<file path="config.mk">
export PLATFORM = sky130hd
export DESIGN_NAME = qte_isqrt
export DESIGN_NICKNAME = d
export VERILOG_FILES = /design/src/rtl/qte_pkg.sv /design/src/rtl/qte_isqrt.sv
export SDC_FILE = /design/constraint.sdc
export NUM_CORES = 2
export LEC_CHECK = 0
export ABC_AREA = 1
export BUFFER_PORTS_ARGS = -buffer_cell sky130_fd_sc_hd__buf_2
export CAP_MARGIN = 5
export CORE_MARGIN = 2
export CORE_UTILIZATION = 34
export DETAILED_ROUTE_END_ITERATION = 12
export MAX_ROUTING_LAYER = met4
export SLEW_MARGIN = 15
export SYNTH_ARGS = -nofsm -noshare
export SYNTH_HDL_FRONTEND = slang
export SYNTH_SLANG_ARGS = --single-unit
</file>
<file path="constraint.sdc">
create_clock -name clk -period 4 [get_ports clk]
set_input_delay 0.6 -clock clk [delete_from_list [all_inputs] [get_ports clk]]
set_output_delay 0.6 -clock clk [all_outputs]
set_load 0.03 [all_outputs]
</file>
<file path="src/rtl/qte_pkg.sv">
// Shared constants, widths and helper functions for the quaternion to Euler block.
// No dependencies; every other file imports this package.
`timescale 1ns / 1ps

package qte_pkg;

	// Payload widths.
	localparam int QW        = 16;  // quaternion component, Q1.14
	localparam int PROD_W    = 32;  // product of two components
	localparam int SUM_W     = 34;  // doubled sum of two products, Q.28
	localparam int PA_W      = 30;  // clamped arcsine argument, +-2^28
	localparam int SQ_W      = 2 * PA_W;
	localparam int REM_W     = 58;  // radicand and remainder of the square root
	localparam int ROOT_BITS = 29;  // floor root of at most 2^56
	localparam int CW        = 37;  // CORDIC vector width
	localparam int ZW        = 24;  // CORDIC angle, Q.20 radians
	localparam int RW        = 16;  // rounded angle before saturation

	localparam int ROLL_W  = 15;
	localparam int PITCH_W = 14;

	// Pipeline depths.
	localparam int CORDIC_STEPS = 20;
	localparam int CORDIC_LAT   = CORDIC_STEPS + 1;
	localparam int SQRT_LAT     = ROOT_BITS;
	localparam int FRONT_LAT    = 3;
	localparam int TOTAL_LAT    = FRONT_LAT + SQRT_LAT + CORDIC_LAT + 1;

	localparam logic signed [SUM_W-1:0] ONE_Q28      = SUM_W'(64'sd268435456);
	localparam logic signed [ZW-1:0]    PI_Q20       = ZW'(3294199);
	localparam logic signed [ZW-1:0]    ROUND_HALF   = ZW'(128);
	localparam logic signed [RW-1:0]    LIM_PI       = RW'(12868);
	localparam logic signed [RW-1:0]    LIM_HALF_PI  = RW'(6434);

	// Arctangent of 2^-i in Q.20 radians, rounded.
	function automatic logic signed [ZW-1:0] atan_lut(input int i);
		logic signed [ZW-1:0] v;
		case (i)
			0: v = ZW'(823550);
			1: v = ZW'(486170);
			2: v = ZW'(256879);
			3: v = ZW'(130396);
			4: v = ZW'(65451);
			5: v = ZW'(32757);
			6: v = ZW'(16383);
			7: v = ZW'(8192);
			8: v = ZW'(4096);
			9: v = ZW'(2048);
			10: v = ZW'(1024);
			11: v = ZW'(512);
			12: v = ZW'(256);
			13: v = ZW'(128);
			14: v = ZW'(64);
			15: v = ZW'(32);
			16: v = ZW'(16);
			17: v = ZW'(8);
			18: v = ZW'(4);
			19: v = ZW'(2);
			default: v = '0;
		endcase
		return v;
	endfunction

	// Round a Q.20 angle to Q3.12 (half up) and saturate to +-lim.
	function automatic logic signed [RW-1:0] round_sat(input logic signed [ZW-1:0] a,
			input logic signed [RW-1:0] lim);
		logic signed [ZW-1:0] t;
		logic signed [RW-1:0] r;
		t = (a + ROUND_HALF) >>> 8;
		r = RW'(t);
		if (r > lim) begin
			r = lim;
		end else if (r < -lim) begin
			r = -lim;
		end
		return r;
	endfunction

endpackage

</file>
<file path="src/rtl/qte_isqrt.sv">
// Pipelined floor square root, one result bit per register stage.
// Depends on qte_pkg for widths.
`timescale 1ns / 1ps

module qte_isqrt import qte_pkg::*; (
	input  logic                 clk,
	input  logic                 en,
	input  logic [REM_W-1:0]     radicand,
	output logic [ROOT_BITS-1:0] root
);

	logic [REM_W-1:0]     rem_s  [0:ROOT_BITS];
	logic [ROOT_BITS-1:0] root_s [0:ROOT_BITS];

	assign rem_s[0]  = radicand;
	assign root_s[0] = '0;

	// Each stage tries the next lower root bit against the running remainder.
	for (genvar j = 0; j < ROOT_BITS; j++) begin : g_step
		localparam int B = ROOT_BITS - 1 - j;
		logic [REM_W-1:0] trial;
		assign trial = (REM_W'(root_s[j]) << (B + 1)) | (REM_W'(1) << (2 * B));

		always_ff @(posedge clk) begin
			if (en) begin
				if (rem_s[j] >= trial) begin
					rem_s[j+1]  <= rem_s[j] - trial;
					root_s[j+1] <= root_s[j] | (ROOT_BITS'(1) << B);
				end else begin
					rem_s[j+1]  <= rem_s[j];
					root_s[j+1] <= root_s[j];
				end
			end
		end
	end

	assign root = root_s[ROOT_BITS];

endmodule

</file>
After elaboration in Yosys (flattened, before gate mapping)
Index checks and enable logic that the tools add are counted.

storage, ports and cells
  flip-flop bits (word level) = 2465
  output and inout port bits = 29
  logic and storage cells = 171

cells by class
  $add $sub $neg = 28
  mux-type cells = 29
  order comparisons = 29

operators by type and width
  operator                        number
  two-way mux 58 bit              28
  >= comparator 58 x 30 -> 1 bit  1
  >= comparator 58 x 31 -> 1 bit  1
  >= comparator 58 x 32 -> 1 bit  1
  >= comparator 58 x 33 -> 1 bit  1
  >= comparator 58 x 34 -> 1 bit  1
  >= comparator 58 x 35 -> 1 bit  1
  >= comparator 58 x 36 -> 1 bit  1
  >= comparator 58 x 37 -> 1 bit  1
  >= comparator 58 x 38 -> 1 bit  1
  >= comparator 58 x 39 -> 1 bit  1
  >= comparator 58 x 40 -> 1 bit  1
  >= comparator 58 x 41 -> 1 bit  1
  >= comparator 58 x 42 -> 1 bit  1
  >= comparator 58 x 43 -> 1 bit  1
  >= comparator 58 x 44 -> 1 bit  1
  >= comparator 58 x 45 -> 1 bit  1
  >= comparator 58 x 46 -> 1 bit  1
  >= comparator 58 x 47 -> 1 bit  1
  >= comparator 58 x 48 -> 1 bit  1
  >= comparator 58 x 49 -> 1 bit  1
  >= comparator 58 x 50 -> 1 bit  1
  >= comparator 58 x 51 -> 1 bit  1
  >= comparator 58 x 52 -> 1 bit  1
  35 further kinds                35

Logic depth before layout (Yosys ltp)
  word-level depth = 2
  depth in mapped cells = 17

Least setup slack after synthesis
Ideal clock, no wire load.

  kind = register to register
  from = register rem_s[121] (netlist name)
  to = register rem_s[63] (netlist name) (data pin)
  stages on the path, launching flop included = 13
  data arrival time = 1943 ps
  path buffers = 2
  setup slack = 1800 ps
  period minus slack after synthesis = 2200 ps
  path through = edfxtp_1 > ha_1 > or2_2 > nand3_1 > nand2_2 > nand2_1 > nand3_2 > nand2_2 > nand2_4 > inv_2 > buf_6 > buf_8 > o21ai_2

between the ends
  word-level cells in the longest chain between the ends = 2
  elaborated cells between the ends (all ways) = 3
  classes of those cells = 1 x add/sub; 1 x order compare; 1 x mux

RTL lines
  what                                                                                   line                              source
  start, declared                                                                        qte_isqrt.sv:12                   logic [REM_W-1:0] rem_s [0:ROOT_BITS];
  start signal, assigned by index                                                        qte_isqrt.sv:27                   rem_s[j+1] <= rem_s[j] - trial;
  start signal, assigned by index                                                        qte_isqrt.sv:30                   rem_s[j+1] <= rem_s[j];
  subtractor 58 x 31 -> 58 bit / >= comparator 58 x 31 -> 1 bit (equally long branches)  qte_isqrt.sv:27, qte_isqrt.sv:26
  two-way mux 58 bit (*)                                                                 qte_isqrt.sv:26                   if (rem_s[j] >= trial) begin

Mark *: on every way between the ends. The rest lies on a longest branch, timed or not.
A chain may end at the register's enable or synchronous reset.

Worst setup path in the final report
  from = register root_s, in the netlist g_step[25].trial[32]
  to = register rem_s[191] (netlist name) (data pin)

between the ends
  word-level cells in the longest chain between the ends = 2

RTL lines
  what                             line             source
  start, declared                  qte_isqrt.sv:13  logic [ROOT_BITS-1:0] root_s [0:ROOT_BITS];
  start signal, assigned by index  qte_isqrt.sv:28  root_s[j+1] <= root_s[j] | (ROOT_BITS'(1) << B);
  start signal, assigned by index  qte_isqrt.sv:31  root_s[j+1] <= root_s[j];
  >= comparator 58 x 33 -> 1 bit   qte_isqrt.sv:26
  two-way mux 58 bit               qte_isqrt.sv:26

Every way passes these cells.

==> implementation parameters <==
Parameter                              Value

STA
  Max Clk Rate ... slightly below 300 MHz
  Final slew viol count ... 0
  Setup repair after global routing missed its margin ... false
  Setup TNS ... 0 ps
  Clock period minus final worst setup slack ... 3450 ps
  Total of endpoints with negative setup slack in the final report ... 0
  Final clock skew ... 140 ps
  Slew HR ... 35.3%
  Final critical-path share of the clock period ... 86.2%
  Final Hold Vio Count ... 0
  Pin slew with the least headroom to its limit ... 960 ps
  PnR worst setup slack ... about 550 ps

Synth
  Dominant register cell in the synthesized netlist ... sky130_fd_sc_hd__edfxtp_1
  Synth Cell Area ... about 120000 um2
  Post-synthesis async set-or-reset flop share ... 0%
  Number of flops mapped to enable cells by yosys ... 2059
  Sequential share of the synthesized area ... slightly above 50%
  Warnings from Yosys ... 0
  Distinct cell type count of the synthesized netlist ... 50
  Mapped Cells ... roughly 14000
  Total nets after synthesis ... ~15000
  Post-Synthesis Mean Instance Area ... 8.23 um2
  Yosys reg bits ... 2059

Placement
  Count of input and output buffers ... 88
  Detail Placement HPWL ... 320000 um
  Worst setup timing slack at the placement stage ... 509 ps
  Placed instance area ... roughly 130000 um2
  RD Place Congestion ... about 0.98

Clock tree
  TritonCTS clock tree ... built
  CTS root buf ... sky130_fd_sc_hd__clkbuf_16
  Number of clock sinks seen by CTS ... slightly above 2000
  Number of buffers created by CTS ... 229
  Clock transition at path regs ... roughly 60 ps
  H-tree levels ... 4
  Clock tree buffer depth ... 4
  Worst-skew pair later-pin latency ... 1020 ps

Cells and area
  Synthesis-to-finish area growth ... 12.9%
  Final std cell area, no fill ... ~130000 um2
  Share of final-layout standard cells stronger than drive strength 1 ... 4.69%
  Fill count ... approximately 36000
  Net count, final ... 15393
  Most used cells in the layout excluding fill and tap cells ... 4904 x sky130_fd_sc_hd__nand2_1, 2457 x sky130_fd_sc_hd__inv_1, 2059 x sky130_fd_sc_hd__edfxtp_1, 1604 x sky130_fd_sc_hd__nor2_1, 778 x sky130_fd_sc_hd__nand3_1
  Most frequent standard cell in the layout excluding fill and tap cells ... sky130_fd_sc_hd__nand2_1

Worst setup path
  Arrival time of the worst setup path ... 4070 ps
  CP peak stage delay ... 710 ps
  Type of element capturing the critical path ... register
  Worst endpoint required time ... 4620 ps
  Maximum net fanout on the critical path ... 29
  Crit-path slowest cell ... sky130_fd_sc_hd__a21oi_4
  CP top delay family ... compound AO/OA/AOI/OAI gates
  CP Cell Sequence ... inv_1 > ha_1 > inv_1 > nor2_1 > nand2_1 > nor2_1 > nand2_1 > nor2_1 > nand2_1 > nand3_1 > a21oi_4 > buf_12 > o21ai_0
  Category of the most critical setup path ... register to register
  Combined buffer and inverter count along the critical path ... 3
  Crit path launch type ... register

Drt
  Routed length per instance ... roughly 20 um
  Number of search-and-repair iterations in the first detailed-routing pass ... 8
  Post-detailed-route via-to-cell ratio ... 4.84
  Initial DRC count ... ~7800
  Wire length reported by the detailed router ... 392000 um
  DRC violation count after routing ... 0
  Overall via count from detail_route ... 95102
  Residual antenna-violating net count after detailed routing ... 0

Die
  Die ar. ... 355000 um2
  FP Rows ... 217
  Floorplan Core Area ... 349000 um2
  Top Ports ... 89
  Y dimension of the die ... 596 um
  Initial standard-cell utilization of the core ... ~34%
  Die X ... 596 um

GRT
  All-Layer GR Usage ... between 20% and 30%
  Total grt overflow ... 0
  Largest net degree at the start of global routing ... about 140
  Global-route wire length before repair ... 579000 um
  Via count of the first global-routing pass ... around 92000
  Number of antenna violations at the first check in global routing ... 4

Power
  Maximum ir drop on the vdd rail ... between 0.0004 and 0.0005 V
  Pwr dens ... 523 nW/um2
  Leak Pwr ... about 60 nW

Hold path
  Hold WC Path Type ... input pin to register

Flow run
  Max-capacitance violation count ... 0

Outcome
  Outcome ... finished clean
[area by class of cell]
class	count	area, um2	area share, %
Clock buffer	257	5860	4.35
Inverter	2465	9250	6.88
Timing Repair Buffer	274	2440	1.81
Antenna cell	1	2.50	0.00186
Sequential cell	2059	61800	46.0
Clock inverter	164	1960	1.45
Multi-Input combinational cell	9844	47400	35.2
Tap cell	4599	5750	4.28
[flip-flops by register name (all words and copies together) (netlist names)]
signal / count
rem_s: 1624
root: 29
g_step.trial: 406
[per-stage QoR]
step	hold WS [ps]	cells	power (mW)	util [%]
2_1_floorplan	417	14474	41.2	-
3_3_place_gp	427	19182	48.6	36.1
3_5_place_dp	429	19182	48.6	36.1
4_1_cts	77.0	19662	70.9	38.5
5_1_grt	118	19663	74.2	38.5
6_report	135	19663	70.4	38.5
[synthesized netlist by cell type (16+ instances only)]
cell,n,area [um2]
sky130_fd_sc_hd__nand3_1,778,3890
sky130_fd_sc_hd__nor4_1,106,663
sky130_fd_sc_hd__edfxtp_1,2059,61800
sky130_fd_sc_hd__a21oi_2,19,166
sky130_fd_sc_hd__xnor2_1,177,1550
sky130_fd_sc_hd__a21oi_1,514,2570
sky130_fd_sc_hd__ha_1,460,5760
sky130_fd_sc_hd__o21bai_1,18,135
sky130_fd_sc_hd__nor2_1,1605,6020
sky130_fd_sc_hd__and2_1,30,188
sky130_fd_sc_hd__nor2_2,25,156
sky130_fd_sc_hd__xor2_1,214,1870
sky130_fd_sc_hd__o21ai_1,47,235
sky130_fd_sc_hd__nand2_2,17,106
sky130_fd_sc_hd__o21ai_0,272,1360
sky130_fd_sc_hd__or2_2,25,156
sky130_fd_sc_hd__buf_2,67,335
sky130_fd_sc_hd__nand3b_1,101,758
sky130_fd_sc_hd__o21ai_2,16,140
sky130_fd_sc_hd__a21o_1,20,150
sky130_fd_sc_hd__buf_4,20,150
sky130_fd_sc_hd__inv_1,2457,9220
sky130_fd_sc_hd__nand2_1,4904,18400
sky130_fd_sc_hd__nor3_1,146,731
sky130_fd_sc_hd__nand4_1,272,1700
[path summary, 6_finish.rpt]
| check | start | to | slack (ps) | cells after the start |
|---|---|---|---|---|
| worst min-delay path | en | rem_s[1665]$_DFFE_PP_ | 130 | 1 |
| worst min register to register | g_step[13].trial[37]$_DFFE_PP_ | g_step[14].trial[36]$_DFFE_PP_ | 400 | 0 |
| worst max register to register | g_step[25].trial[32]$_DFFE_PP_ | rem_s[191]$_DFFE_PP_ | 550 | 13 |
| worst max-delay path | g_step[25].trial[32]$_DFFE_PP_ | rem_s[191]$_DFFE_PP_ | 550 | 13 |
[where the power goes]
| part | switching, mW | internal, mW |
|---|---|---|
| clock | 9.33 | 12.7 |
| combinational | 12.6 | 5.75 |
| sequential | 2.70 | 27.2 |
| total | 24.6 | 45.7 |
[layer usage]
layer / vias up / part of all wire, % / global-route usage, %
met3: 699 / 4.7 / 2.21
li1: 47505 / - / -
met5: - / 0 / -
met2: 2490 / 49 / 38.3
met1: 44408 / 41 / 26.6
met4: 0 / 5.1 / 9.58
[cells by family after synthesis]
kind of cell,share of synthesized area [%]
simple gates,27.8
buf+inv,8.32
compound gates,4.29
xor+xnor,2.88
fa+ha+maj,4.83
flops,51.9
[what timing repair did]
item                      CTS  global route
buffers inserted            0             0
hold buffers               59             0
gates resized for setup     0             0
hold endpoints to repair   59             0
[worst reg2reg max path: stages, from the launching register on]
cell                       delay [ps]
sky130_fd_sc_hd__edfxtp_1         620
sky130_fd_sc_hd__inv_1             90
sky130_fd_sc_hd__ha_1             400
sky130_fd_sc_hd__inv_1            170
sky130_fd_sc_hd__nor2_1            90
sky130_fd_sc_hd__nand2_1          160
sky130_fd_sc_hd__nor2_1           100
sky130_fd_sc_hd__nand2_1           70
sky130_fd_sc_hd__nor2_1            40
sky130_fd_sc_hd__nand2_1          120
sky130_fd_sc_hd__nand3_1          140
sky130_fd_sc_hd__a21oi_4          710
sky130_fd_sc_hd__buf_12           260
sky130_fd_sc_hd__o21ai_0          230
Note: power is estimated with default switching activity, not from simulation.
